**src/hw/rtl/tdn_pkg.sv**
```systemverilog
// Shared types, constants and helper functions for the triangle dof numbering block.
// No dependencies; every other file in hw/rtl imports this package.
package tdn_pkg;

	localparam int EDGE_TABLE_DEPTH = 4096;
	localparam int MAX_ORDER        = 8;
	localparam int VERTEX_BITS      = 16;

	localparam int ID_W      = 24;
	localparam int ORDER_W   = 4;
	localparam int POINT_W   = 16;
	localparam int FIELD_W   = 16;
	localparam int TRI_W     = 16;
	localparam int CFG_W     = 16;
	localparam int CFG_IDX_W = 1;

	localparam int KEY_W       = 2 * VERTEX_BITS;
	localparam int EDGE_ADDR_W = $clog2(EDGE_TABLE_DEPTH);
	localparam int EDGE_CNT_W  = $clog2(EDGE_TABLE_DEPTH + 1);
	localparam int PM1_W       = $clog2(MAX_ORDER + 1);
	localparam int INNER_MAX   = ((MAX_ORDER - 1) * (MAX_ORDER - 2)) / 2;
	localparam int INNER_W     = $clog2(INNER_MAX + 2);
	localparam int CNT_W       = $clog2(INNER_MAX + 4);

	// item action codes
	localparam logic ACT_ADD   = 1'b0;
	localparam logic ACT_QUERY = 1'b1;

	typedef enum logic [CFG_IDX_W-1:0] {
		CFG_ORDER  = 1'b0,
		CFG_POINTS = 1'b1
	} cfg_reg_t;

	typedef struct packed {
		logic               action;
		logic [FIELD_W-1:0] vertex_a;
		logic [FIELD_W-1:0] vertex_b;
		logic [FIELD_W-1:0] vertex_c;
		logic [FIELD_W-1:0] element_index;
	} item_t;

	typedef struct packed {
		logic [ID_W-1:0] dof_id;
		logic            last;
		logic            table_overflow;
		logic [ID_W-1:0] total_dofs;
	} result_t;

	typedef enum logic [2:0] {
		ST_IDLE,
		ST_SEARCH,
		ST_TOTAL,
		ST_EMIT_VTX,
		ST_EMIT_EDGE,
		ST_EMIT_INT
	} state_t;

	typedef enum logic [1:0] {
		EM_NONE,
		EM_VTX,
		EM_EDGE,
		EM_INT
	} emit_t;

	typedef struct packed {
		logic  load;
		logic  search;
		logic  total;
		emit_t emit;
	} ctl_cmd_t;

	typedef struct packed {
		logic new_query;
		logic is_query;
		logic order_gt1;
		logic inner_zero;
		logic edge_done;
		logic edge_last;
		logic cnt_end;
	} ctl_stat_t;

	// p-1 with p clamped to 1..MAX_ORDER
	function automatic logic [PM1_W-1:0] order_minus1(input logic [ORDER_W-1:0] order);
		logic [PM1_W-1:0] r;
		if (order == '0)
			r = '0;
		else if (order > ORDER_W'(MAX_ORDER))
			r = PM1_W'(MAX_ORDER - 1);
		else
			r = PM1_W'(order - 1'b1);
		return r;
	endfunction

	// (p-1)(p-2)/2 interior nodes
	function automatic logic [INNER_W-1:0] inner_count(input logic [PM1_W-1:0] pm1);
		logic [2*PM1_W-1:0] prod;
		logic [INNER_W-1:0] r;
		prod = {{PM1_W{1'b0}}, pm1} * {{PM1_W{1'b0}}, PM1_W'(pm1 - 1'b1)};
		if (pm1 < PM1_W'(2))
			r = '0;
		else
			r = INNER_W'(prod >> 1);
		return r;
	endfunction

endpackage

```
**src/hw/rtl/tdn_ctrl.sv**
```systemverilog
// Controller state machine: sequences load, edge searches, total, and id emission.
// Depends on tdn_pkg; commands tdn_datapath.
module tdn_ctrl (
	input  logic               clk,
	input  logic               arst_n,
	input  logic               start,
	input  tdn_pkg::ctl_stat_t stat,
	output tdn_pkg::ctl_cmd_t  cmd,
	output logic               busy
);
	import tdn_pkg::*;

	state_t state_q, state_d;

	always_ff @(posedge clk or negedge arst_n) begin
		if (!arst_n)
			state_q <= ST_IDLE;
		else
			state_q <= state_d;
	end

	always_comb begin
		state_d    = state_q;
		cmd.load   = 1'b0;
		cmd.search = 1'b0;
		cmd.total  = 1'b0;
		cmd.emit   = EM_NONE;
		case (state_q)
			ST_IDLE: begin
				if (start) begin
					cmd.load = 1'b1;
					state_d  = (!stat.new_query && stat.order_gt1) ? ST_SEARCH : ST_TOTAL;
				end
			end
			ST_SEARCH: begin
				cmd.search = 1'b1;
				if (stat.edge_done && stat.edge_last)
					state_d = ST_TOTAL;
			end
			ST_TOTAL: begin
				cmd.total = 1'b1;
				if (!stat.is_query)
					state_d = ST_EMIT_VTX;
				else if (stat.inner_zero)
					state_d = ST_IDLE;
				else
					state_d = ST_EMIT_INT;
			end
			ST_EMIT_VTX: begin
				cmd.emit = EM_VTX;
				if (stat.cnt_end)
					state_d = stat.order_gt1 ? ST_EMIT_EDGE : ST_IDLE;
			end
			ST_EMIT_EDGE: begin
				cmd.emit = EM_EDGE;
				if (stat.cnt_end && stat.edge_last)
					state_d = ST_IDLE;
			end
			ST_EMIT_INT: begin
				cmd.emit = EM_INT;
				if (stat.cnt_end)
					state_d = ST_IDLE;
			end
			default: begin
				state_d = ST_IDLE;
			end
		endcase
	end

	assign busy = (state_q != ST_IDLE);

	a_search_add: assert property (@(posedge clk) disable iff (!arst_n)
		(state_q == ST_SEARCH) |-> !stat.is_query)
		else $error("edge search during a query");
	a_edge_order: assert property (@(posedge clk) disable iff (!arst_n)
		(state_q == ST_EMIT_EDGE) |-> stat.order_gt1)
		else $error("edge ids emitted at order one");
	a_int_count: assert property (@(posedge clk) disable iff (!arst_n)
		(state_q == ST_EMIT_INT) |-> !stat.inner_zero)
		else $error("interior ids emitted with no interior nodes");

endmodule

```
**config.mk**
```make
export PLATFORM = sky130hd
export DESIGN_NAME = tdn_ctrl
export DESIGN_NICKNAME = d
export VERILOG_FILES = /design/src/hw/rtl/tdn_pkg.sv /design/src/hw/rtl/tdn_ctrl.sv
export SDC_FILE = /design/constraint.sdc
export NUM_CORES = 1
export LEC_CHECK = 0
export BUFFER_PORTS_ARGS = -buffer_cell sky130_fd_sc_hd__clkbuf_2
export CAP_MARGIN = 20
export CORE_AREA = 2 2 39 41
export DETAILED_ROUTE_END_ITERATION = 6
export DIE_AREA = 0 0 41 43
export PLACE_DENSITY_LB_ADDON = 0.25
export SETUP_SLACK_MARGIN = 0.02
export SLEW_MARGIN = 20
export SYNTH_ARGS = -nofsm -noshare
export SYNTH_HDL_FRONTEND = slang
export SYNTH_SLANG_ARGS = --single-unit
```
**constraint.sdc**
```tcl
create_clock -name clk -period 2.29 [get_ports clk]
set_input_delay 0.1145 -clock clk [delete_from_list [all_inputs] [get_ports clk]]
set_output_delay 0.1145 -clock clk [all_outputs]
set_load 0.01 [all_outputs]
```
# [Word level (Yosys, flattened, before mapping)]
# Index checks and enable logic that the tools add are counted.
[word_totals] regBits=3 wordCells=33 output_inout_bits=6 inputBits=10
[classes] mux=15 reduce_logical=7 n_eq_ne=10
[op_table] cell="3-bit two-way mux" count=8
[op_table] cell="3-bit case mux with 6 select lines" count=1
[op_table] cell="2-bit != test (second input constant)" count=5
[op_table] cell="3-bit by 2-bit == test with 1-bit output (second input constant)" count=2
[op_table] cell="3-bit == test (second input constant)" count=2
[op_table] cell="2-bit case mux with 3 select lines" count=1
[op_table] cell="5-bit AND reduction" count=1
[op_table] cell="1-bit two-way mux" count=4
[op_table] cell="3-bit by 1-bit == test with 1-bit output (second input constant)" count=1
[op_table] cell="1-bit logical AND" count=3
[op_table] cell="3-bit zero test" count=1
[op_table] cell="3-bit nonzero test" count=1
[op_table] cell="2-bit two-way mux" count=1
[op_table] cell="1-bit zero test" count=1

# [Longest topological paths before layout]
# Gate-level depths: netlist of run 1.
[logic_depth] word_depth=5 mapped_depth=4

# [Least setup slack after synthesis of run 1]
# No wires, ideal clock.
[synth_timing] kind="register to register" from="register state_q[0]" to="register state_q[0]" required_ns=2.212 arrival_time_ns=1.128 stages_incl_launch_ff=5 setup_slack_ns=1.084 path_cell_list="dfrtp_1 -> buf_2 -> nor3b_1 -> a32oi_1 -> o2bb2ai_1"
[synth_via] elab_chain_len=3
[synth_rtl] element="start: declaration" line_no="tdn_ctrl.sv:13" text="state_t state_q, state_d;"
[synth_rtl] element="start signal: assignment" line_no="tdn_ctrl.sv:19" text="state_q <= state_d;"
[synth_rtl] element="3-bit == test, or another cell as far along" line_no="tdn_ctrl.sv:28" text="case (state_q)"
[synth_rtl] element="2-bit != test (no source line)"
[synth_rtl] element="5-bit AND reduction (no source line)"
# Parallel ways exist; a longest one is shown, timed or not.
# A chain may end at the register's enable or synchronous reset.

==> results of run 1 <==
cell usage after synthesis:
library cell and number:
a32oi_1 1, and2_1 2, and2b_1 1, and3_1 1, buf_2 1, dfrtp_1 3
inv_1 4, nand2_1 2, nand2b_1 2, nor2_1 2, nor2b_1 1, nor3_1 2
nor3b_1 2, o21ai_0 2, o21ai_1 2, o2bb2ai_1 1, o32ai_1 1, o32ai_2 1
o41ai_1 1, or2_4 1, xnor2_1 1
kinds of logic (layout without fill, tap and decap cells):
group	Yosys count	in the layout	share of synthesized area [%]
AND/OR/NAND/NOR	16	16	34.9
flip-flops	3	3	27.9
AO/OA/AOI/OAI	9	9	26.5
XOR/XNOR	1	1	3.26
buffers and inverters	5	24	7.44
layer usage:
layer	vias to the layer above	GRT usage, %
met5	-	0
met4	0	12.0
met3	4	1.57
met2	17	11.6
met1	127	12.2
li1	163	-
layout make-up:
cell class	instances	area share [%]
Clock buffer	4	6.65
Inverter	4	3.80
Multi-Input combinational cell	26	44.0
Sequential cell	3	19.0
Tap cell	16	5.06
Timing Repair Buffer	16	21.5
worst register-to-register path, delay by kind of cell, from the launching register on:
family / cells / cell delay [ns]
compound gates: 1 / 0.11
flops: 1 / 0.44
simple gates: 2 / 0.56
worst max path at each step:
stage	cells past startpoint	startpoint	slack, ns	end
6_report	3	state_q[0]	0.83	cmd[4]
5_1_grt	3	state_q[0]	0.75	cmd[4]
4_1_cts	3	state_q[0]	0.83	cmd[4]
3_5_place_dp	3	state_q[2]	1.05	state_q[1]
3_3_place_gp	3	state_q[2]	1.00	state_q[1]
2_1_floorplan	4	state_q[0]	1.08	state_q[0]
report_power, final:
group	internal, mW	switching (mW)
logic	0.154	0.143
clock network	0.0654	0.0284
registers	0.0798	0.0561
repair_timing:
item,4_1_cts,5_1_grt
buffers inserted,0,0
hold buffers,1,0
hold endpoints to repair,3,0
==> impl_metrics.tcl, run 1 <==
set metrics [dict create \
    status "finished clean" \
    drt_drc_violations_left 0 \
    clkLatencyLatePin_ns 0.23 \
    p_per_area_mw_per_mm2 1330 \
    firstDrtPassIters 4 \
    vias_per_cell 4.51 \
    fin_tns_setup_ns 0 \
    netlist_area_um2 269 \
    finalPower_mw 0.526 \
    design.core.area_mm2 0.00138 \
    cts_buffer_depth 2 \
    overflow 0 \
    final_common_cell "clkbuf_2" \
    setup_slack_ns 0.829 \
    yosys_warnings 0 \
    finalCoreUtilization_pct 28.6 \
    drive_gt1_share_pct 37.7 \
    nFillCells 157 \
    finalSetupViolations 0 \
    ff_latch_area_um2 75.1 \
    r2r-start "state_q[2]" \
    top_regs "state_q x3" \
    start_util_pct 19.4 \
    finalCritPeriodShare_pct 63.8 \
    slowest_delay_ns 0.48 \
    drt_wl_total_um 662 \
    dr.first_iter.drc_count 5 \
    worstSetupPathType "flip-flop to output pin" \
    fmax_ghz 0.685 \
    static-leakage-power_nw 0.195 \
    syn_nets 44 \
    die_area_mm2 0.00176 \
    top_layer "met4" \
    min_to "state_q[2]" \
    post_cts_resize_count 0 \
    min_from "stat[1]" \
    vias 311 \
    antenna_left 0 \
    rrSetupSlack_ns 1.06 \
    relSlewSlack_pct 78.7 \
    drt-met1-wl_um 314 \
    layout.cells.non_filler 69 \
    die_h_um 43 \
    worstPathMaxFanout 12 \
    grt_pass1_vias 289 \
    wl_met2_um 253 \
    required_ns 2.18 \
    worst_slew_pin_slew_ns 0.315 \
    hold_viol_final 0 \
    ir_drop_mv 0.323 \
    dp_cells 64 \
    track_usage_pct 9.64 \
    place_congestion 0.697 \
    port_buffers 15 \
    largest_register "state_q" \
    syn_to_final_growth_pct 47.0 \
    fin_skew_ns 0.00374 \
    r2r_cells 3 \
    hpwl_um 543 \
    nNetsFinal 64 \
    layout_common_cells "15 x clkbuf_2, 4 x inv_1, 3 x clkbuf_4, 3 x dfrtp_1" \
    largest_reg_flops 3 \
    max-cap-violations 0 \
    grt_pass1_wl_um 1080 \
    synth.avg_cell_area_um2 7.91 \
    die_x_um 41 \
    clock-sinks 3 \
    wl_met3_um 61 \
    yosysSeqAreaShare_pct 27.9 \
    rows 14 \
    grt_max_degree 13 \
    multi_input_area_um2 174 \
    cts_buffers 3 \
    place_ws_ns 1.05 \
    placed_cell_area_um2 359 \
    crit_arrival_ns 1.35 \
    crit_chain "nor3_1 > and2_1 > clkbuf_2" \
    cts_max_level 1 \
    yosys.area.top_type "dfrtp_1" \
    syn_inst 34 \
    yosys.area.top_type_share_pct 27.9 \
    clkTransAtPathRegs_ns 0.04 \
    maxSlewViolCount 0 \
    antenna_found_initial 0 \
    wire_per_inst_um 9.59 \
    critPathLaunchType "flip-flop" \
    synth_cell_types 21 \
    cts_tree "done" \
    crit_path_end_kind "output pin" \
    cpMaxStageDelayCell "dfrtp_1" \
    whs_ns 0.196 \
    fin_crit_ns 1.46 \
    crit_buf_inv 1 \
    antenna_cells 0 \
    cp_top_family "simple AND/OR/NAND/NOR gates" \
    synth-seq-cells 3 \
    finalInstanceArea_um2 395 \
    r2r_end "state_q[1]" \
    num_io_pins 16 \
    yosys-top-cells-area "dfrtp_1 28%, o32ai_2 6.0%, inv_1 5.6%, nor3b_1 5.6%, and2_1 4.7%" \
    min_path_type "input pin to flip-flop" \
    worstHoldPathCells 4 \
    rsz0062_at_grt "no" \
    cts_root_buf "clkbuf_4" \
]
No activity file was read; power rests on OpenSTA's default activity.
==> run 2, diff against run 1 <==
--- a/config.mk
+++ b/config.mk
@@ -5,6 +5,7 @@
 export SDC_FILE = /design/constraint.sdc
 export NUM_CORES = 1
 export LEC_CHECK = 0
+export ABC_AREA = 1
 export BUFFER_PORTS_ARGS = -buffer_cell sky130_fd_sc_hd__clkbuf_2
 export CAP_MARGIN = 20
 export CORE_AREA = 2 2 39 41
==> constraint.sdc (replaced) <==
create_clock -name clk -period 1.35 [get_ports clk]
set_input_delay 0.0675 -clock clk [delete_from_list [all_inputs] [get_ports clk]]
set_output_delay 0.0675 -clock clk [all_outputs]
set_load 0.01 [all_outputs]
==> run 2 against run 1 <==
Combinational power up 85%. Sequential power up 76%. Global-route usage up 2.4 points. Clock power up 74%. Via count up 27%. Clock-buffer cell count unchanged. Setup slack worse by 0.76 ns. Critical path depth unchanged. Area after synthesis up 9.3%. Sequential cell count unchanged. Critical endpoint is now cmd[2]. Largest cell class unchanged. Highest routed layer unchanged.
==> impl_metrics.tcl, run 2 <==
set metrics [dict create \
    finalSetupViolations 0 \
    num_io_pins 16 \
    clkTransAtPathRegs_ns 0.04 \
    drive_gt1_share_pct 35.1 \
    cts_tree "done" \
    drt_drc_violations_left 0 \
    cts_root_buf "clkbuf_4" \
    design.core.area_mm2 0.00138 \
    rows 14 \
    rsz0062_at_grt "yes" \
    syn_to_final_growth_pct 51.9 \
    synth_cell_types 10 \
    fin_skew_ns 0.00731 \
    grt_pass1_wl_um 1430 \
    start_util_pct 21.2 \
    required_ns 1.28 \
    synth-main-ff-cell "dfrtp_1" \
    wire_per_inst_um 9.32 \
    syn_inst 54 \
    critPathLaunchType "flip-flop" \
    max-cap-violations 0 \
    ir_drop_mv 0.524 \
    static-leakage-power_nw 0.265 \
    die_x_um 41 \
    finalInstanceArea_um2 447 \
    status "finished clean" \
    nNetsFinal 85 \
    yosys.area.top_type "nand2_1" \
    firstDrtPassIters 4 \
    place_congestion 0.811 \
    vias 395 \
    largest_reg_flops 3 \
    finalCritPeriodShare_pct 94.6 \
    fin_tns_setup_ns 0 \
    die_h_um 43 \
    largest_register "state_q" \
    hold_viol_final 0 \
    grt_max_degree 8 \
    yosys-top-cells-area "nand2_1 27%, dfrtp_1 26%, nand3_1 19%, inv_1 8.9%, nor2_1 7.7%" \
    whs_ns 0.142 \
    finalCoreUtilization_pct 32.3 \
    grt_pass1_vias 355 \
    final_common_cell "nand2_1" \
    async_flop_share_pct 100 \
    relSlewSlack_pct 81.9 \
    crit_path_end_kind "output pin" \
    crit_arrival_ns 1.21 \
    rrSetupSlack_ns 0.15 \
    cts_buffer_depth 2 \
    antenna_found_initial 0 \
    drt_wl_total_um 839 \
    fin_crit_ns 1.28 \
    synth_edf_count 0 \
    clkLatencyLatePin_ns 0.24 \
    synth.avg_cell_area_um2 5.45 \
    synth_most_common_cell "nand2_1" \
    synthTopCellsByCount "21 x nand2_1, 11 x nand3_1, 7 x inv_1" \
    die_area_mm2 0.00176 \
    overflow 0 \
    port_buffers 15 \
    worstSetupPathType "flip-flop to output pin" \
    yosys_warnings 0 \
    min_path_type "input pin to flip-flop" \
    antenna_left 0 \
    track_usage_pct 12.0 \
    worst_slew_pin_slew_ns 0.272 \
    antenna_cells 0 \
    yosysSeqAreaShare_pct 25.5 \
    dp_cells 85 \
    maxSlewViolCount 0 \
    clock-sinks 3 \
    vias_per_cell 4.39 \
    syn_nets 64 \
    cts_max_level 1 \
    fmax_ghz 0.783 \
    layout.cells.non_filler 90 \
    hpwl_um 661 \
    cts_buffers 3 \
    p_per_area_mw_per_mm2 2130 \
    placed_cell_area_um2 389 \
    layout_common_cells "20 x nand2_1, 15 x clkbuf_2, 11 x nand3_1, 7 x inv_1, 4 x nor2_1" \
    top_regs "state_q x3" \
    worstPathMaxFanout 6 \
    dr.first_iter.drc_count 10 \
    netlist_area_um2 294 \
    yosys.area.top_type_share_pct 26.8 \
    synth-seq-cells 3 \
]
[run 2: critical path, stage by stage, from the launching register on]
cell and delay [ns]:
dfrtp_1 0.49, inv_1 0.13, nor3_4 0.18, clkbuf_2 0.17
[run 2: cell families (layout without fill, tap and decap cells)]
group / after synthesis / after routing / synth area share (%)
AND/OR/NAND/NOR: 41 / 41 / 60.9
flip-flops: 3 / 3 / 25.5
buffers and inverters: 8 / 28 / 10.2
AO/OA/AOI/OAI: 2 / 2 / 3.40
[run 2: metrics by stage]
stage / worst slack, ns / total power [mW]
floorplan: 0.221 / 0.547
global placement: 0.141 / 0.729
detailed placement: 0.147 / 0.723
CTS: 0.0405 / 0.900
global route: 0.00510 / 1.06
finish: 0.0724 / 0.953
[run 2: path summary, 6_finish.rpt]
| path | startpoint | to | cells past startpoint |
|---|---|---|---|
| min reg2reg | state_q[2] | state_q[2] | 2 |
| min in group asynchronous | arst_n | state_q[1] | 2 |
| max reg2reg | state_q[1] | state_q[0] | 6 |
| max | state_q[1] | cmd[2] | 3 |
| max in group asynchronous | arst_n | state_q[2] | 2 |
| min | stat[0] | state_q[1] | 4 |
[run 2: power breakdown]
part | internal (mW) | leakage [nW] | switching, mW | total [mW]
Clock | 0.111 | 0.0150 | 0.0520 | 0.163
Sequential | 0.137 | 0.0361 | 0.102 | 0.240
Combinational | 0.214 | 0.214 | 0.336 | 0.550
[run 2: area by class of cell]
| class | instances | area [um2] |
|---|---|---|
| fill | 162 | 937 |
| multi-input combinational | 43 | 208 |
| timing repair buffer | 16 | 85.1 |
| sequential | 3 | 77.6 |
| inverter | 8 | 30.0 |
| clock buffer | 4 | 26.3 |
| tap | 16 | 20.0 |
[run 2: repair_timing]
action	CTS	global route
hold endpoints to repair	3	0
gates resized for setup	1	6
hold buffers	1	0
buffers inserted	0	0
setup endpoints to repair	1	6
[run 2: layer usage]
metal	vias up	part of all wire [%]	global-route usage [%]
met1	174	42	16.1
met4	0	2.3	10.0
met3	2	2.7	0
met5	-	0	0
met2	9	53	17.2
li1	210	-	-
